### config.mk
export PLATFORM = sky130hd
export DESIGN_NAME = sexpr_token_lexer
export DESIGN_NICKNAME = d
export VERILOG_FILES = /design/src/sv/sxl_pkg.sv /design/src/sv/sxl_core.sv /design/src/sv/sxl_rsp_queue.sv /design/src/sv/sexpr_token_lexer.sv
export SDC_FILE = /design/constraint.sdc
export NUM_CORES = 1
export LEC_CHECK = 0
export ABC_CLOCK_PERIOD_IN_PS = 7800
export BUFFER_PORTS_ARGS = -buffer_cell sky130_fd_sc_hd__buf_2
export CORE_ASPECT_RATIO = 0.9
export CORE_MARGIN = 10
export CORE_UTILIZATION = 31
export DETAILED_ROUTE_END_ITERATION = 8
export HOLD_SLACK_MARGIN = 0.03
export PLACE_DENSITY = 0.54
export SLEW_MARGIN = 20
export SYNTH_ARGS = -nofsm -noshare
export SYNTH_HDL_FRONTEND = slang
export SYNTH_SLANG_ARGS = --single-unit
export TNS_END_PERCENT = 1
### constraint.sdc
create_clock -name clock -period 7.8 [get_ports clock]
set_input_delay 1.17 -clock clock [delete_from_list [all_inputs] [get_ports clock]]
set_output_delay 1.17 -clock clock [all_outputs]
set_load 0.02 [all_outputs]
### src/sv/sxl_pkg.sv
`timescale 1ns / 1ps
// ----------------------------------------------------------------------------
// sxl_pkg
// Shared types, codes and the byte classifier of the S-expression lexer.
// ----------------------------------------------------------------------------
package sxl_pkg;

   localparam int OFFSET_BITS_DEF = 16;   // default offset counter width
   localparam int TOKEN_FIELD_W   = 16;   // width of offset/length on the port
   localparam int RSP_DEPTH       = 4;    // result queue entries
   localparam int RSP_PTR_W       = $clog2(RSP_DEPTH);
   localparam int RSP_CNT_W       = $clog2(RSP_DEPTH + 1);

   typedef enum logic [2:0] {
      KIND_END     = 3'd0,
      KIND_LPAREN  = 3'd1,
      KIND_RPAREN  = 3'd2,
      KIND_SYMBOL  = 3'd3,
      KIND_INTEGER = 3'd4,
      KIND_BADCHAR = 3'd5,
      KIND_TOOLONG = 3'd6
   } token_kind_type;

   typedef enum logic [1:0] {
      RUN_NONE    = 2'd0,
      RUN_SYMBOL  = 2'd1,
      RUN_INTEGER = 2'd2
   } run_kind_type;

   typedef enum logic [2:0] {
      CL_SPACE,
      CL_LPAREN,
      CL_RPAREN,
      CL_DIGIT,
      CL_SYMCH,
      CL_BAD
   } byte_class_type;

   typedef enum logic {
      OP_BYTE = 1'b0,
      OP_END  = 1'b1
   } req_op_type;

   typedef struct packed {
      token_kind_type             kind;
      logic [TOKEN_FIELD_W-1:0]   offset;
      logic [TOKEN_FIELD_W-1:0]   length;
      logic                       last;
   } rsp_item_type;

   // Up to two results made by one request, in order.
   typedef struct packed {
      logic [1:0]    count;
      rsp_item_type  first;
      rsp_item_type  second;
   } sxl_result_type;

   function automatic byte_class_type classify(input logic [7:0] b);
      byte_class_type c;
      c = CL_BAD;
      priority if (b == 8'h20 || b == 8'h0A || b == 8'h09 || b == 8'h0D || b == 8'h0B)
         c = CL_SPACE;
      else if (b == 8'h28)
         c = CL_LPAREN;
      else if (b == 8'h29)
         c = CL_RPAREN;
      else if (b >= 8'h30 && b <= 8'h39)
         c = CL_DIGIT;
      else if ((b >= 8'h61 && b <= 8'h7A) || (b >= 8'h41 && b <= 8'h5A))
         c = CL_SYMCH;
      else if (b == 8'h2B || b == 8'h2D || b == 8'h21 || b == 8'h5F || b == 8'h3A ||
               b == 8'h2F || b == 8'h7E || b == 8'h25 || b == 8'h2E || b == 8'h3C ||
               b == 8'h3E || b == 8'h3D || b == 8'h2A)
         c = CL_SYMCH;
      else
         c = CL_BAD;
      return c;
   endfunction

endpackage

### src/sv/sxl_core.sv
`timescale 1ns / 1ps
// ----------------------------------------------------------------------------
// sxl_core
// Lexer state and token decisions: one request in, up to two results out.
// ----------------------------------------------------------------------------
module sxl_core import sxl_pkg::*; #(
   parameter int OFFSET_BITS = OFFSET_BITS_DEF
) (
   input  logic            clock,
   input  logic            reset,
   input  logic            fire,
   input  logic            op,
   input  logic [7:0]      text_byte,
   output sxl_result_type  res
);

   localparam logic [OFFSET_BITS-1:0] LIMIT = '1;

   run_kind_type              run_kind_ff, run_kind_in;
   logic [OFFSET_BITS-1:0]    run_start_ff, run_start_in;
   logic [OFFSET_BITS-1:0]    position_ff, position_in;
   logic                      error_hold_ff, error_hold_in;

   byte_class_type            cls;
   logic                      extend;
   logic                      close;
   logic                      run_emit;
   logic                      ev_valid;
   token_kind_type            ev_kind;
   logic                      ev_len_one;
   logic [OFFSET_BITS-1:0]    run_len;
   logic [OFFSET_BITS+TOKEN_FIELD_W-1:0] pos_wide, start_wide, len_wide;
   rsp_item_type              run_item, ev_item;

   assign cls      = classify(text_byte);
   assign run_len  = position_ff - run_start_ff;
   // zero-extend then cut to the port width, works for any OFFSET_BITS
   assign pos_wide   = {{TOKEN_FIELD_W{1'b0}}, position_ff};
   assign start_wide = {{TOKEN_FIELD_W{1'b0}}, run_start_ff};
   assign len_wide   = {{TOKEN_FIELD_W{1'b0}}, run_len};

   always_comb begin
      run_kind_in   = run_kind_ff;
      run_start_in  = run_start_ff;
      position_in   = position_ff;
      error_hold_in = error_hold_ff;
      extend        = 1'b0;
      close         = 1'b0;
      ev_valid      = 1'b0;
      ev_kind       = KIND_END;
      ev_len_one    = 1'b0;
      if (op == OP_END) begin
         close         = !error_hold_ff;
         ev_valid      = !error_hold_ff;
         ev_kind       = KIND_END;
         run_kind_in   = RUN_NONE;
         run_start_in  = '0;
         position_in   = '0;
         error_hold_in = 1'b0;
      end else if (!error_hold_ff) begin
         if (position_ff == LIMIT) begin
            close         = 1'b1;
            ev_valid      = 1'b1;
            ev_kind       = KIND_TOOLONG;
            error_hold_in = 1'b1;
            run_kind_in   = RUN_NONE;
         end else begin
            extend = (run_kind_ff == RUN_SYMBOL && (cls == CL_DIGIT || cls == CL_SYMCH)) ||
                     (run_kind_ff == RUN_INTEGER && cls == CL_DIGIT);
            if (!extend) begin
               close       = 1'b1;
               run_kind_in = RUN_NONE;
               unique case (cls)
                  CL_LPAREN: begin
                     ev_valid   = 1'b1;
                     ev_kind    = KIND_LPAREN;
                     ev_len_one = 1'b1;
                  end
                  CL_RPAREN: begin
                     ev_valid   = 1'b1;
                     ev_kind    = KIND_RPAREN;
                     ev_len_one = 1'b1;
                  end
                  CL_DIGIT: begin
                     run_kind_in  = RUN_INTEGER;
                     run_start_in = position_ff;
                  end
                  CL_SYMCH: begin
                     run_kind_in  = RUN_SYMBOL;
                     run_start_in = position_ff;
                  end
                  CL_BAD: begin
                     ev_valid      = 1'b1;
                     ev_kind       = KIND_BADCHAR;
                     error_hold_in = 1'b1;
                  end
                  default: begin
                  end
               endcase
            end
            if (cls != CL_BAD || extend)
               position_in = position_ff + 1'b1;
         end
      end
   end

   assign run_emit = close && (run_kind_ff != RUN_NONE);

   always_comb begin
      run_item.kind   = (run_kind_ff == RUN_SYMBOL) ? KIND_SYMBOL : KIND_INTEGER;
      run_item.offset = start_wide[TOKEN_FIELD_W-1:0];
      run_item.length = len_wide[TOKEN_FIELD_W-1:0];
      run_item.last   = !ev_valid;
      ev_item.kind    = ev_kind;
      ev_item.offset  = pos_wide[TOKEN_FIELD_W-1:0];
      ev_item.length  = ev_len_one ? TOKEN_FIELD_W'(1) : '0;
      ev_item.last    = 1'b1;

      res.first  = run_emit ? run_item : ev_item;
      res.second = ev_item;
      if (!fire)
         res.count = 2'd0;
      else
         res.count = {1'b0, run_emit} + {1'b0, ev_valid};
   end

   always_ff @(posedge clock) begin
      if (reset) begin
         run_kind_ff   <= RUN_NONE;
         run_start_ff  <= '0;
         position_ff   <= '0;
         error_hold_ff <= 1'b0;
      end else if (fire) begin
         run_kind_ff   <= run_kind_in;
         run_start_ff  <= run_start_in;
         position_ff   <= position_in;
         error_hold_ff <= error_hold_in;
      end
   end

endmodule

### src/sv/sxl_rsp_queue.sv
`timescale 1ns / 1ps
// ----------------------------------------------------------------------------
// sxl_rsp_queue
// Small result queue: takes zero, one or two results a cycle, gives one when the consumer is ready.
// ----------------------------------------------------------------------------
module sxl_rsp_queue import sxl_pkg::*; (
   input  logic            clock,
   input  logic            reset,
   input  sxl_result_type  push,
   output logic            room,
   output logic            out_valid,
   input  logic            out_ready,
   output rsp_item_type    out_item
);

   rsp_item_type              entry_ff [RSP_DEPTH];
   logic [RSP_PTR_W-1:0]      wr_ptr_ff, wr_ptr_in;
   logic [RSP_PTR_W-1:0]      rd_ptr_ff, rd_ptr_in;
   logic [RSP_CNT_W-1:0]      count_ff, count_in;
   logic                      pop;
   logic [RSP_PTR_W-1:0]      wr_next;

   assign out_valid = (count_ff != '0);
   assign out_item  = entry_ff[rd_ptr_ff];
   assign pop       = out_valid && out_ready;
   // room for two results whatever the consumer does this cycle
   assign room      = (count_ff <= RSP_CNT_W'(RSP_DEPTH - 2));
   assign wr_next   = wr_ptr_ff + 1'b1;

   always_comb begin
      wr_ptr_in = wr_ptr_ff + RSP_PTR_W'(push.count);
      rd_ptr_in = rd_ptr_ff + RSP_PTR_W'(pop);
      count_in  = count_ff + RSP_CNT_W'(push.count) - RSP_CNT_W'(pop);
   end

   always_ff @(posedge clock) begin
      if (reset) begin
         wr_ptr_ff <= '0;
         rd_ptr_ff <= '0;
         count_ff  <= '0;
      end else begin
         wr_ptr_ff <= wr_ptr_in;
         rd_ptr_ff <= rd_ptr_in;
         count_ff  <= count_in;
      end
   end

   always_ff @(posedge clock) begin
      if (push.count != 2'd0)
         entry_ff[wr_ptr_ff] <= push.first;
      if (push.count == 2'd2)
         entry_ff[wr_next] <= push.second;
   end

endmodule

### src/sv/sexpr_token_lexer.sv
`timescale 1ns / 1ps
// Results of an accepted request are registered in the queue that drives rsp_.
// One request per cycle while req_tready is high; a request that closes a run
// and emits a second token gives two results, so a 4-entry result queue sets
// the rate: req_tready drops while it holds more than two results.
// Reset (synchronous, active high) empties the queue and returns the lexer to
// offset 0 with no run open and no error pending.
// ----------------------------------------------------------------------------
// sexpr_token_lexer
// Streaming S-expression tokenizer: bytes in, tokens with offset and length out.
// ----------------------------------------------------------------------------
module sexpr_token_lexer import sxl_pkg::*; #(
   parameter int OFFSET_BITS = OFFSET_BITS_DEF
) (
   input  logic         clock,
   input  logic         reset,

   // request channel
   input  logic         req_tvalid,
   output logic         req_tready,
   input  logic [7:0]   req_tdata,    // [7:0] text_byte
   input  logic         req_tuser,    // [0] op: 0 text byte, 1 end of text

   // result channel
   output logic         rsp_tvalid,
   input  logic         rsp_tready,
   output logic [31:0]  rsp_tdata,    // [15:0] token_offset, [31:16] token_length
   output logic [2:0]   rsp_tuser,    // [2:0] token_kind
   output logic         rsp_tlast     // last_of_item
);

   logic            req_fire;
   sxl_result_type  core_res;
   rsp_item_type    head;

   // A request is taken only when the queue can absorb both possible results.
   assign req_fire = req_tvalid && req_tready;

   // Classification, run tracking and token assembly all happen in the
   // cycle of acceptance; the queue registers the outcome.
   sxl_core #(
      .OFFSET_BITS (OFFSET_BITS)
   ) u_core (
      .clock     (clock),
      .reset     (reset),
      .fire      (req_fire),
      .op        (req_tuser),
      .text_byte (req_tdata),
      .res       (core_res)
   );

   sxl_rsp_queue u_queue (
      .clock     (clock),
      .reset     (reset),
      .push      (core_res),
      .room      (req_tready),
      .out_valid (rsp_tvalid),
      .out_ready (rsp_tready),
      .out_item  (head)
   );

   assign rsp_tdata = {head.length, head.offset};
   assign rsp_tuser = head.kind;
   assign rsp_tlast = head.last;

endmodule
After elaboration in Yosys (flattened, before gate mapping)
Memory sizes are Yosys's and may differ from the RTL's. A register that Yosys moved wholly into a read port is not among the register bits.
Cells that the tools add are included.
{ "classes": {"addsub": 8, "n_mul": 0, "div_mod_pow": 0, "magnitude_cmp": 7, "eq_ne": 34, "shifts": 0, "muxes": 53, "bitwise": 0, "reduce_logical": 41} }
{ "ops": {"columns": ["op", "n"], "rows": [
  ["16-bit 2-to-1 mux", 9],
  ["8-bit by 6-bit == test with 1-bit output (second input constant)", 14],
  ["36-bit 2-to-1 mux", 1],
  ["8-bit by 4-bit == test with 1-bit output (second input constant)", 4],
  ["3-bit 2-to-1 mux", 10],
  ["1-bit 2-to-1 mux", 25],
  ["1-bit logical OR", 20],
  ["16-bit by 1-bit adder with 16-bit output (second input constant)", 1],
  ["16-bit == test (second input constant)", 1],
  ["8-bit by 7-bit == test with 1-bit output (second input constant)", 2],
  ["8-bit by 7-bit >= comparator with 1-bit output (second input constant)", 2],
  ["8-bit by 7-bit less-or-equal comparator with 1-bit output (second input constant)", 2],
  ["16-bit subtractor", 1],
  ["2-bit 2-to-1 mux", 6],
  ["3-bit one-hot mux with 3 select lines", 1],
  ["8-bit by 6-bit >= comparator with 1-bit output (second input constant)", 1],
  ["8-bit by 6-bit less-or-equal comparator with 1-bit output (second input constant)", 1],
  ["1-bit logical AND", 8],
  ["2-bit nonzero test", 4],
  ["3-bit by 2-bit == test with 1-bit output (second input constant)", 2],
  ["3-bit == test (second input constant)", 2],
  ["2-bit != test (second input constant)", 3],
  ["5-bit AND reduction", 1],
  ["2-bit == test (second input constant)", 2],
  ["other kinds (18)", 20]
]} }
{ "word_totals": {"reg_bits": 42, "latch_bits": 0, "ramBits": 144, "mem_bits_ro": 0, "inputBits": 13, "output_inout_bits": 38, "elab_cells": 151, "mem_count": 1} }
{ "memory_table": {"columns": ["memory", "depth", "word_bits", "read_ports", "rd_ports_with_merged_regs", "write_ports", "line", "rtl"], "rows": [
  ["u_queue.entry_ff", 4, 36, 1, 1, 2, "sxl_rsp_queue.sv:16", "rsp_item_type entry_ff [RSP_DEPTH];"]
]} }

Logic depth before layout (Yosys ltp)
Gate-level depths: netlist of run 1.
{ "depth": {"depth_word": 33, "depth_mapped": 16, "depth_no_buf": 14} }

Hierarchy
A second synthesis of run 1 with hierarchy kept.
{ "unflattened": {"cells_unflattened": 825, "hier_area_um2": 10712.8} }
{ "by_module_without_submodules": {"columns": ["module", "instances", "cells_per_inst", "area_each_um2"], "rows": [
  ["sxl_rsp_queue", 1, 394, 7380.8],
  ["sxl_core", 1, 430, 3325.7],
  ["sexpr_token_lexer", 1, 1, 6.3]
]} }

Worst setup path before layout of run 1
OpenSTA, ideal clock, no wires.
{ "synth_timing": {"path_kind": "input-to-reg", "from": "input req_tdata[2]", "to": "memory u_queue.entry_ff[1][17] (netlist bit), enable pin", "setup_ps": 376, "arrival_ps": 4623, "slack_ps": 2801, "cell_stages": 14, "n_path_buf": 5, "cell_sequence": "buf_6 or3_1 o221ai_1 nand3_1 or2_2 a311oi_1 buf_2 buf_2 ha_1 or4_1 clkbuf_1 and2_0 clkbuf_1 inv_1"} }
{ "synth_lines": {"columns": ["item", "line", "rtl"], "rows": [
  ["start: declaration", "sexpr_token_lexer.sv:21", "input logic [7:0] req_tdata,"],
  ["end: declaration", "sxl_rsp_queue.sv:16", null]
]} }

==> run_results.csv, run 1 <==
group,metric,value,unit
power_and_ir_drop,power,2.71,mW
setup_path,crit_path_frequent_cell,"inv_1",
timing,max_slew_margin,26.8,%
timing,worst_pin_slew,1.10,ns
synthesis,synth_top_cell_by_area,"edfxtp_1",
global_route,antenna_found_initial,1,
setup_path,startpoint_type,"input pin",
clock_network,cts_tree,"done",
route,avgRoutedWirePerCell,20.1,µm
timing,fin_tns_setup,0,ns
route,wirelength,26100,µm
synthesis,synth_fp_nets,921,
clock_network,clock_path_buffers,2,
clock_network,ctsRootBufferMaster,"clkbuf_16",
global_route,grt_remaining_overflow,0,
global_route,grt_usage,13.8,%
clock_network,cts_hold_buffers,0,
finish,final_layout_size_suffix_gt1_share,16.0,%
synthesis,async_flop_share,0,%
floorplanning,initial_core_util,31.6,%
power_and_ir_drop,powerDensity,256,nW/µm²
route,dr_total_vias,7068,
route,via_per_inst,5.45,
synthesis,synth_enable_flop_cells,80,
placed_design,dpl.hpwl,18000,µm
timing,finalSetupViolations,0,
clock_network,numCtsBuffers,17,
clock_network,clock_latency,0.44,ns
setup_path,critPathMaxFanout,21,
setup_path,cpPeakStageDelay,0.80,ns
floorplanning,die_y,186,µm
power_and_ir_drop,p_leak,3.60,nW
synthesis,syn_area_per_cell,10.7,µm²
timing,finalHoldViolations,0,
global_route,grt_pass1_vias,6916,
outcome,status,"finished clean",
power_and_ir_drop,vdd_ir_drop_max,0.139,mV
floorplanning,rows,60,
timing,slew_viol_final,0,
clock_network,cts_setup_buffers,0,
finish,finalNetCount,918,
global_route,grt_max_degree,38,
flow_run,drv_cap,0,
timing,finalCritPeriodShare,71.7,%
synthesis,yosysSeqAreaShare,47.7,%
clock_network,clock_sinks,186,
synthesis,ys_seq_elements,186,
timing,fmax,179,MHz
setup_path,crit_slowest_cell,"or4_1",
hold_path,hp-class,"flip-flop to flip-flop",
synthesis,synth.cell_area,9490,µm²
synthesis,synth_top_area_share,25.3,%
timing,period_needed,5.59,ns
timing,skew,0.0118,ns
route,detail_route.iter0.violations,513,
setup_path,cp.required,7.86,ns
placed_design,port_buffers,50,
placed_design,place.gp.congestion,0.863,
finish,n_antenna_cell,0,
setup_path,arrival,5.65,ns
floorplanning,dieArea,38000,µm²
synthesis,yosysWarnings,0,
global_route,grt_pass1_wl,41000,µm
floorplanning,die_width,204,µm
synthesis,synth_cell_types,74,
synthesis,synth_area_leaders,"edfxtp_1 25%, dfxtp_1 22%, mux4_2 8.5%, a22o_1 6.8%, o21ai_0 3.7%",
timing,grt_setup_unrepaired,"false",
route,drt.antenna.violating_nets,0,
floorplanning,ioPinCount,51,
clock_network,cts_resized,0,
clock_network,cts.reportedPaths.clkPinSlew,0.08,ns
floorplanning,core,30000,µm²
synthesis,yosys_most_used_dff,"dfxtp_1",
setup_path,worst-setup-path-type,"input pin to flip-flop",
setup_path,end_kind,"flip-flop",
setup_path,path_cells,"buf_2 > or3_1 > o221ai_1 > nand3_1 > or2_2 > o31ai_1 > inv_1 > a21oi_1 > ha_1 > nand2_1 > or4_1 > and2_0 > inv_1",
clock_network,cts_htree_levels,4,
route,drc_errors,0,
synthesis,synth_cells,884,
route,first_pass_iters,6,
finish,syn_to_final_growth,11.5,%
==> per-layer routing <==
layer / part of all wire, % / GRT usage, % / vias to the layer above / routed length, µm
met4: 1.4 / 3.97 / 2 / 372
met1: 51 / 19.9 / 3475 / 13200
met2: 43 / 20.0 / 202 / 11100
met5: 0.050 / 0 / - / 13
li1: - / - / 3363 / -
met3: 5.2 / 3.30 / 26 / 1350
==> critical path: cells and delay by family <==
kind            cells  cell delay (ns)
fa+ha+maj           1             0.22
simple gates        6             2.37
buf+inv             3             1.02
compound gates      3             0.85
==> registers in the layout, summed over array words and instances (netlist names) <==
| name | flops |
|---|---|
| u_core.position_ff | 16 |
| u_core.run_start_ff | 16 |
| u_queue.count_ff | 3 |
| u_core.error_hold_ff | 1 |
| u_queue.entry_ff | 144 |
| u_queue.wr_ptr_ff | 2 |
| u_core.run_kind_ff | 2 |
| u_queue.rd_ptr_ff | 2 |
==> placed cells by master (no fill, tap or decap), types with 8 or more instances in the layout <==
cell and n:
or4_1 8, edfxtp_1 80, o22ai_1 19, ha_1 22, a22o_1 74, nand3_1 50, and2_1 10, nor2_1 36
nand4b_1 14, nand4_1 8, a21oi_1 37, xnor2_1 18, a21o_1 8, buf_4 9, nand2_1 44, mux4_2 36
dfxtp_1 104, inv_1 38, o21ai_0 71, clkbuf_16 17, buf_2 50, or3_1 13
==> final cells by class <==
type	count	area [µm²]
fillers	3067	19500
repair buffers	59	318
clock inverters	15	200
flip-flops and latches	186	4530
clock buffers	17	425
well taps	403	504
multi-input cells	579	4460
inverters	38	143
==> final timing paths <==
| kind | from | to | slack [ns] | depth (start not counted) |
|---|---|---|---|---|
| max reg2reg | u_core.position_ff[1] | u_queue.entry_ff[1][25] | 2.22 | 11 |
| min | u_queue.entry_ff[2][13] | u_queue.entry_ff[2][13] | 0.46 | 2 |
| min reg2reg | u_queue.entry_ff[2][13] | u_queue.entry_ff[2][13] | 0.46 | 2 |
| max | req_tdata[0] | u_queue.entry_ff[1][25] | 2.21 | 13 |
==> cells by family after synthesis <==
logic type      after synthesis  share of synthesized area [%]
compound gates              264                           19.3
simple gates                231                           13.4
flops                       186                           47.7
buf+inv                     119                           5.51
mux                          38                           8.77
fa+ha+maj                    24                           3.32
xor+xnor                     22                           2.03
==> metrics by stage <==
stage	cells	setup WS [ns]	utilization (%)	hold slack, ns	cell area [µm²]
3_5_place_dp	1265	1.74	33.1	0.447	9950
4_1_cts	1297	2.19	35.2	0.465	10600
2_1_floorplan	884	2.80	-	0.420	9490
3_3_place_gp	1265	1.83	33.1	0.446	9950
5_1_grt	1297	1.78	35.2	0.492	10600
6_report	1297	2.21	35.2	0.465	10600
==> where the power goes <==
part / total, mW / internal [mW] / switching (mW)
Sequential: 1.14 / 1.09 / 0.0482
Combinational: 0.636 / 0.230 / 0.406
Clock: 0.930 / 0.517 / 0.412
Total: 2.71 / 1.84 / 0.867
==> cell usage after synthesis, types with 13 or more instances <==
cell and number:
dfxtp_1 106, edfxtp_1 80, a22o_1 74, o21ai_0 71
nand3_1 50, clkbuf_1 46, nand2_1 44, inv_1 38
a21oi_1 37, mux4_2 36, nor2_1 36, ha_1 22
o22ai_1 19, xnor2_1 18, buf_2 15, nand4b_1 14
or3_1 13
No activity file was read; power rests on OpenSTA's default activity.
==> run 2, diff against run 1 <==
--- a/config.mk
+++ b/config.mk
@@ -5,14 +5,14 @@
 export SDC_FILE = /design/constraint.sdc
 export NUM_CORES = 1
 export LEC_CHECK = 0
-export ABC_CLOCK_PERIOD_IN_PS = 7800
+export ABC_CLOCK_PERIOD_IN_PS = 4750
 export BUFFER_PORTS_ARGS = -buffer_cell sky130_fd_sc_hd__buf_2
 export CORE_ASPECT_RATIO = 0.9
 export CORE_MARGIN = 10
 export CORE_UTILIZATION = 31
 export DETAILED_ROUTE_END_ITERATION = 8
 export HOLD_SLACK_MARGIN = 0.03
-export PLACE_DENSITY = 0.54
+export PLACE_DENSITY = 0.56
 export SLEW_MARGIN = 20
 export SYNTH_ARGS = -nofsm -noshare
 export SYNTH_HDL_FRONTEND = slang
==> constraint.sdc (replaced) <==
create_clock -name clock -period 4.75 [get_ports clock]
set_input_delay 0.7125 -clock clock [delete_from_list [all_inputs] [get_ports clock]]
set_output_delay 0.7125 -clock clock [all_outputs]
set_load 0.02 [all_outputs]
==> run 2 against run 1 <==
Power grew 65%. Count of clock-buffer cells in the layout grew 7. Wire length grew 5.2%. Final cell count grew 2.8%. Sequential cell count is the same. Worst hold slack lost 0.0074 ns. Largest power group unchanged.
==> run_results.csv, run 2 (same netlist as run 1, synthesis figures left out) <==
group,metric,value,unit
outcome,status,"finished clean",
timing,finalSetupViolations,0,
power_and_ir_drop,swShare,31.8,%
timing,setup_ws,0.775,ns
timing,hold_ws,0.457,ns
route,wirelength,27400,µm
finish,final_common_cell,"dfxtp_1",
setup_path,path_cells,"buf_2 > or3_1 > o221ai_1 > nand3_1 > or2_2 > o31ai_1 > inv_1 > a21oi_1 > ha_1 > nor2_1 > or3_1 > o21ai_2 > a22o_1",
setup_path,cp.required,5.06,ns
floorplanning,initial_core_util,31.6,%
finish,final_cell_mix,"104 x dfxtp_1, 80 x edfxtp_1, 74 x a22o_1, 71 x o21ai_0",
floorplanning,ioPinCount,51,
finish,final_layout_size_suffix_gt1_share,18.9,%
setup_path,arrival,4.28,ns
clock_network,numCtsBuffers,17,
power_and_ir_drop,switching_power,1.42,mW
global_route,grt_remaining_overflow,0,
clock_network,cts_htree_levels,4,
placed_design,dpl.hpwl,19000,µm
setup_path,critPathMaxFanout,16,
timing,fmax,252,MHz
finish,utilization,36.1,%
timing,period_needed,3.97,ns
placed_design,port_buffers,50,
route,detail_route.iter0.violations,610,
finish,largest_reg_flops,144,
timing,grt_setup_unrepaired,"false",
placed_design,dpl_worst_slack,0.345,ns
clock_network,cts.reportedPaths.clkPinSlew,0.07,ns
floorplanning,die_y,186,µm
route,drt.antenna.violating_nets,0,
setup_path,crit_path_frequent_cell,"or3_1",
timing,skew,0.0128,ns
setup_path,worst-setup-path-type,"input pin to flip-flop",
finish,finalNetCount,954,
power_and_ir_drop,powerDensity,411,nW/µm²
setup_path,end_kind,"flip-flop",
clock_network,clock_latency,0.44,ns
finish,finish.instance_area,10900,µm²
power_and_ir_drop,power_frac_seq,42.6,%
route,first_pass_iters,6,
power_and_ir_drop,pwr-share-clk,32.9,%
setup_path,crit_slowest_cell,"o21ai_2",
floorplanning,die_width,204,µm
route,dr_total_vias,7367,
finish,top_register,"u_queue.entry_ff",
clock_network,clock_sinks,186,
clock_network,clock_path_buffers,2,
global_route,grt_max_degree,38,
global_route,grt_pass1_vias,7207,
setup_path,startpoint_type,"input pin",
timing,finalHoldViolations,0,
power_and_ir_drop,vdd_ir_drop_max,0.236,mV
clock_network,cts_hold_buffers,0,
timing,max_slew_margin,23.3,%
clock_network,ctsRootBufferMaster,"clkbuf_16",
hold_path,hp-class,"flip-flop to flip-flop",
power_and_ir_drop,power_frac_comb,24.4,%
floorplanning,dieArea,38000,µm²
finish,largest_registers,"u_queue.entry_ff x144, u_core.position_ff x16, u_core.run_start_ff x16",
route,drc_errors,0,
power_and_ir_drop,intPower,3.04,mW
floorplanning,core,30000,µm²
global_route,antenna_found_initial,0,
flow_run,drv_cap,0,
power_and_ir_drop,p_leak,3.79,nW
finish,fillers,3022,
global_route,grt_pass1_wl,42700,µm
clock_network,cts_setup_buffers,0,
clock_network,cts_resized,0,
route,avgRoutedWirePerCell,20.6,µm
timing,slew_viol_final,0,
floorplanning,rows,60,
timing,worst_pin_slew,1.15,ns
clock_network,cts_tree,"done",
finish,syn_to_final_growth,14.4,%
finish,n_antenna_cell,0,
timing,fin_tns_setup,0,ns
global_route,grt_usage,14.4,%
route,via_per_inst,5.53,
placed_design,place.gp.congestion,0.892,
placed_design,placedInstanceArea,10200,µm²
timing,finalCritPeriodShare,83.7,%
setup_path,cpPeakStageDelay,0.71,ns
==> run 2: final cells by class <==
| class | instances | area (µm²) | area share [%] |
|---|---|---|---|
| timing repair buffer | 95 | 613 | 5.65 |
| multi-input combinational | 579 | 4460 | 41.1 |
| tap | 403 | 504 | 4.65 |
| clock inverter | 8 | 81.3 | 0.749 |
| inverter | 38 | 143 | 1.31 |
| clock buffer | 24 | 526 | 4.84 |
| sequential | 186 | 4530 | 41.7 |
==> run 2: worst paths after layout <==
path | from | end | slack [ns] | cells after the start
worst min-delay path | u_queue.entry_ff[2][13] | u_queue.entry_ff[2][13] | 0.46 | 2
worst max-delay path | req_tdata[0] | u_queue.entry_ff[2][27] | 0.78 | 13
worst min register to register | u_queue.entry_ff[2][13] | u_queue.entry_ff[2][13] | 0.46 | 2
worst max register to register | u_core.position_ff[14] | u_queue.entry_ff[2][27] | 1.02 | 11
==> run 2: power by group through the flow <==
stage	Clock (mW)	Sequential [mW]	Combinational (mW)
after floorplan	0	1.86	0.790
after global placement	0	1.93	1.09
after detailed placement	0	1.94	1.10
after CTS	1.48	1.90	1.11
after global routing	1.54	1.92	1.18
final	1.47	1.90	1.09
==> run 2: critical path: cells and delay by family <==
| kind | cells | cell delay (ns) |
|---|---|---|
| buffers and inverters | 2 | 0.22 |
| and+or+nand+nor | 5 | 1.46 |
| AOI/OAI and AO/OA | 5 | 1.61 |
| adders and majority gates | 1 | 0.27 |
==> run 2: metal layers <==
| metal | global-route usage, % | part of all wire, % |
|---|---|---|
| met1 | 20.4 | 48 |
| met2 | 21.6 | 44 |
| met3 | 3.25 | 6.5 |
| met4 | 3.85 | 1.1 |
| met5 | 0 | 0 |
==> run 2: per-stage QoR <==
step                power, mW  std cells
floorplan                2.65        884
global placement         3.03       1301
detailed placement       3.04       1301
CTS                      4.49       1333
global route             4.64       1333
finish                   4.46       1333
==> run 3, diff against run 2 <==
--- a/config.mk
+++ b/config.mk
@@ -5,14 +5,14 @@
 export SDC_FILE = /design/constraint.sdc
 export NUM_CORES = 1
 export LEC_CHECK = 0
-export ABC_CLOCK_PERIOD_IN_PS = 4750
+export ABC_CLOCK_PERIOD_IN_PS = 3700
 export BUFFER_PORTS_ARGS = -buffer_cell sky130_fd_sc_hd__buf_2
 export CORE_ASPECT_RATIO = 0.9
 export CORE_MARGIN = 10
 export CORE_UTILIZATION = 31
 export DETAILED_ROUTE_END_ITERATION = 8
 export HOLD_SLACK_MARGIN = 0.03
-export PLACE_DENSITY = 0.56
+export PLACE_DENSITY = 0.54
 export SLEW_MARGIN = 20
 export SYNTH_ARGS = -nofsm -noshare
 export SYNTH_HDL_FRONTEND = slang
==> constraint.sdc (replaced) <==
create_clock -name clock -period 3.7 [get_ports clock]
set_input_delay 0.555 -clock clock [delete_from_list [all_inputs] [get_ports clock]]
set_output_delay 0.555 -clock clock [all_outputs]
set_load 0.02 [all_outputs]
==> run 3 against run 2 <==
Die area stayed put. Critical endpoint is now u_queue.entry_ff[1][20]. Worst setup slack worse by 0.49 ns. Register-to-register slack worse by 0.73 ns. Worst hold slack worse by 0.0049 ns. Via count is 1.2% higher. Final cell count is 2.9% higher. Largest power group unchanged. Wire length is 0.40% higher. Clock skew is 0.00061 ns lower.
==> run_results.csv, run 3 (same netlist as run 1, synthesis figures left out) <==
group,metric,value,unit
power_and_ir_drop,vdd_ir_drop_max,0.251,mV
clock_network,numCtsBuffers,17,
global_route,grt_pass1_vias,7284,
setup_path,worstReg2RegEnd,"u_queue.entry_ff[1][20]",
route,drc_errors,0,
setup_path,reg2reg_slack,0.29,ns
clock_network,cts_tree,"done",
floorplanning,ioPinCount,51,
setup_path,crit_end,"u_queue.entry_ff[1][20]",
clock_network,cts_resized,0,
setup_path,worst-setup-path-type,"flip-flop to flip-flop",
outcome,status,"finished clean",
finish,final_common_cell,"dfxtp_1",
global_route,grt_usage,14.6,%
finish,fillers,2991,
finish,final_cell_mix,"104 x dfxtp_1, 80 x edfxtp_1, 74 x a22o_1, 72 x buf_4, 69 x o21ai_0",
global_route,antenna_found_initial,0,
route,wirelength,27500,µm
route,first_pass_iters,5,
route,drt.antenna.violating_nets,0,
clock_network,clock_sinks,186,
setup_path,reg2regPathDepth,12,
floorplanning,die_y,186,µm
timing,slew_viol_final,0,
finish,seqCellArea,4530,µm²
floorplanning,core,30000,µm²
route,avgRoutedWirePerCell,20.1,µm
finish,final_layout_size_suffix_gt1_share,23.0,%
clock_network,cts_setup_buffers,0,
finish,finalNetCount,993,
timing,setup_ws,0.290,ns
placed_design,port_buffers,50,
placed_design,dpl.hpwl,19800,µm
finish,utilization,37.6,%
finish,top_register,"u_queue.entry_ff",
floorplanning,dieArea,38000,µm²
timing,finalHoldViolations,0,
clock_network,clock_latency,0.43,ns
finish,largest_reg_flops,144,
floorplanning,rows,60,
flow_run,drv_cap,0,
timing,period_needed,3.41,ns
power_and_ir_drop,p_leak,3.95,nW
finish,multiInputGateArea,4500,µm²
timing,fmax,293,MHz
setup_path,critPathMaxFanout,14,
floorplanning,initial_core_util,31.6,%
timing,grt_setup_unrepaired,"false",
timing,skew,0.0122,ns
route,detail_route.iter0.violations,682,
floorplanning,die_width,204,µm
global_route,grt_remaining_overflow,0,
route,via_per_inst,5.43,
clock_network,ctsRootBufferMaster,"clkbuf_16",
timing,finalCritPeriodShare,92.2,%
setup_path,arrival,3.55,ns
finish,syn_to_final_growth,19.0,%
hold_path,whs_path_depth,2,
clock_network,cts_htree_levels,4,
setup_path,crit_path_start,"u_core.position_ff[0]",
clock_network,cts_hold_buffers,0,
clock_network,cts.reportedPaths.clkPinSlew,0.07,ns
finish,largest_registers,"u_queue.entry_ff x144, u_core.position_ff x16, u_core.run_start_ff x16",
timing,worst_pin_slew,0.632,ns
setup_path,cp.required,3.84,ns
placed_design,place.gp.congestion,0.853,
setup_path,end_kind,"flip-flop",
global_route,grt_max_degree,30,
finish,n_antenna_cell,0,
setup_path,reg2reg_from,"u_core.position_ff[0]",
placed_design,dpl_worst_slack,-0.104,ns
setup_path,startpoint_type,"flip-flop",
route,dr_total_vias,7456,
timing,max_slew_margin,57.5,%
hold_path,hp-class,"flip-flop to flip-flop",
global_route,grt_pass1_wl,43300,µm
clock_network,clock_path_buffers,2,
power_and_ir_drop,powerDensity,514,nW/µm²
timing,finalSetupViolations,0,
## run 3: through the flow
step,setup TNS (ns),power (mW),instances,hold slack (ns),instance area [µm²]
after floorplan,-6.16,3.43,884,0.420,9560
after global placement,-3.72,4.02,1340,0.436,10700
after detailed placement,-5.63,4.03,1340,0.441,10700
after CTS,0,5.86,1372,0.458,11300
after global routing,0,6.08,1372,0.482,11300
final,0,5.81,1372,0.452,11300
## run 3: worst max-delay path, cell delays in order, from the launching register on
cell	delay (ns)
dfxtp_1	0.39
ha_1	0.22
nand4_1	0.12
nor4_1	0.30
buf_4	0.20
o31a_1	0.12
nor2_1	0.06
a311oi_4	0.33
ha_4	0.28
or4_1	0.58
and2_0	0.23
clkinvlp_4	0.14
buf_12	0.15
## run 3: report_power, final
group	internal, mW	switching (mW)	total [mW]
logic	0.638	0.912	1.55
registers	2.30	0.119	2.42
clock network	1.00	0.837	1.84
total	3.94	1.87	5.81
## run 3: routing by layer
metal	GRT usage, %	part of all wire [%]
met5	0	0
met4	2.99	0.65
met3	2.56	5.7
met2	22.6	45
met1	20.7	48
## run 3: layout make-up
| cell class | count | area share (%) |
|---|---|---|
| sequential | 186 | 40.1 |
| multi-input combinational | 579 | 39.8 |
| timing repair buffer | 134 | 9.13 |
| tap | 403 | 4.47 |
| clock buffer | 19 | 3.83 |
| inverter | 38 | 1.36 |
| clock inverter | 13 | 1.27 |
## run 3: worst min path at each step
| stage | from | to | slack [ns] |
|---|---|---|---|
| final | u_queue.entry_ff[1][13] | u_queue.entry_ff[1][13] | 0.45 |
| after global placement | u_queue.entry_ff[0][13] | u_queue.entry_ff[0][13] | 0.44 |
| after global routing | u_queue.entry_ff[0][13] | u_queue.entry_ff[0][13] | 0.48 |
| after detailed placement | u_queue.entry_ff[1][13] | u_queue.entry_ff[1][13] | 0.44 |
| after CTS | u_queue.entry_ff[1][13] | u_queue.entry_ff[1][13] | 0.46 |
| after floorplan | u_queue.entry_ff[2][13] | u_queue.entry_ff[2][13] | 0.42 |
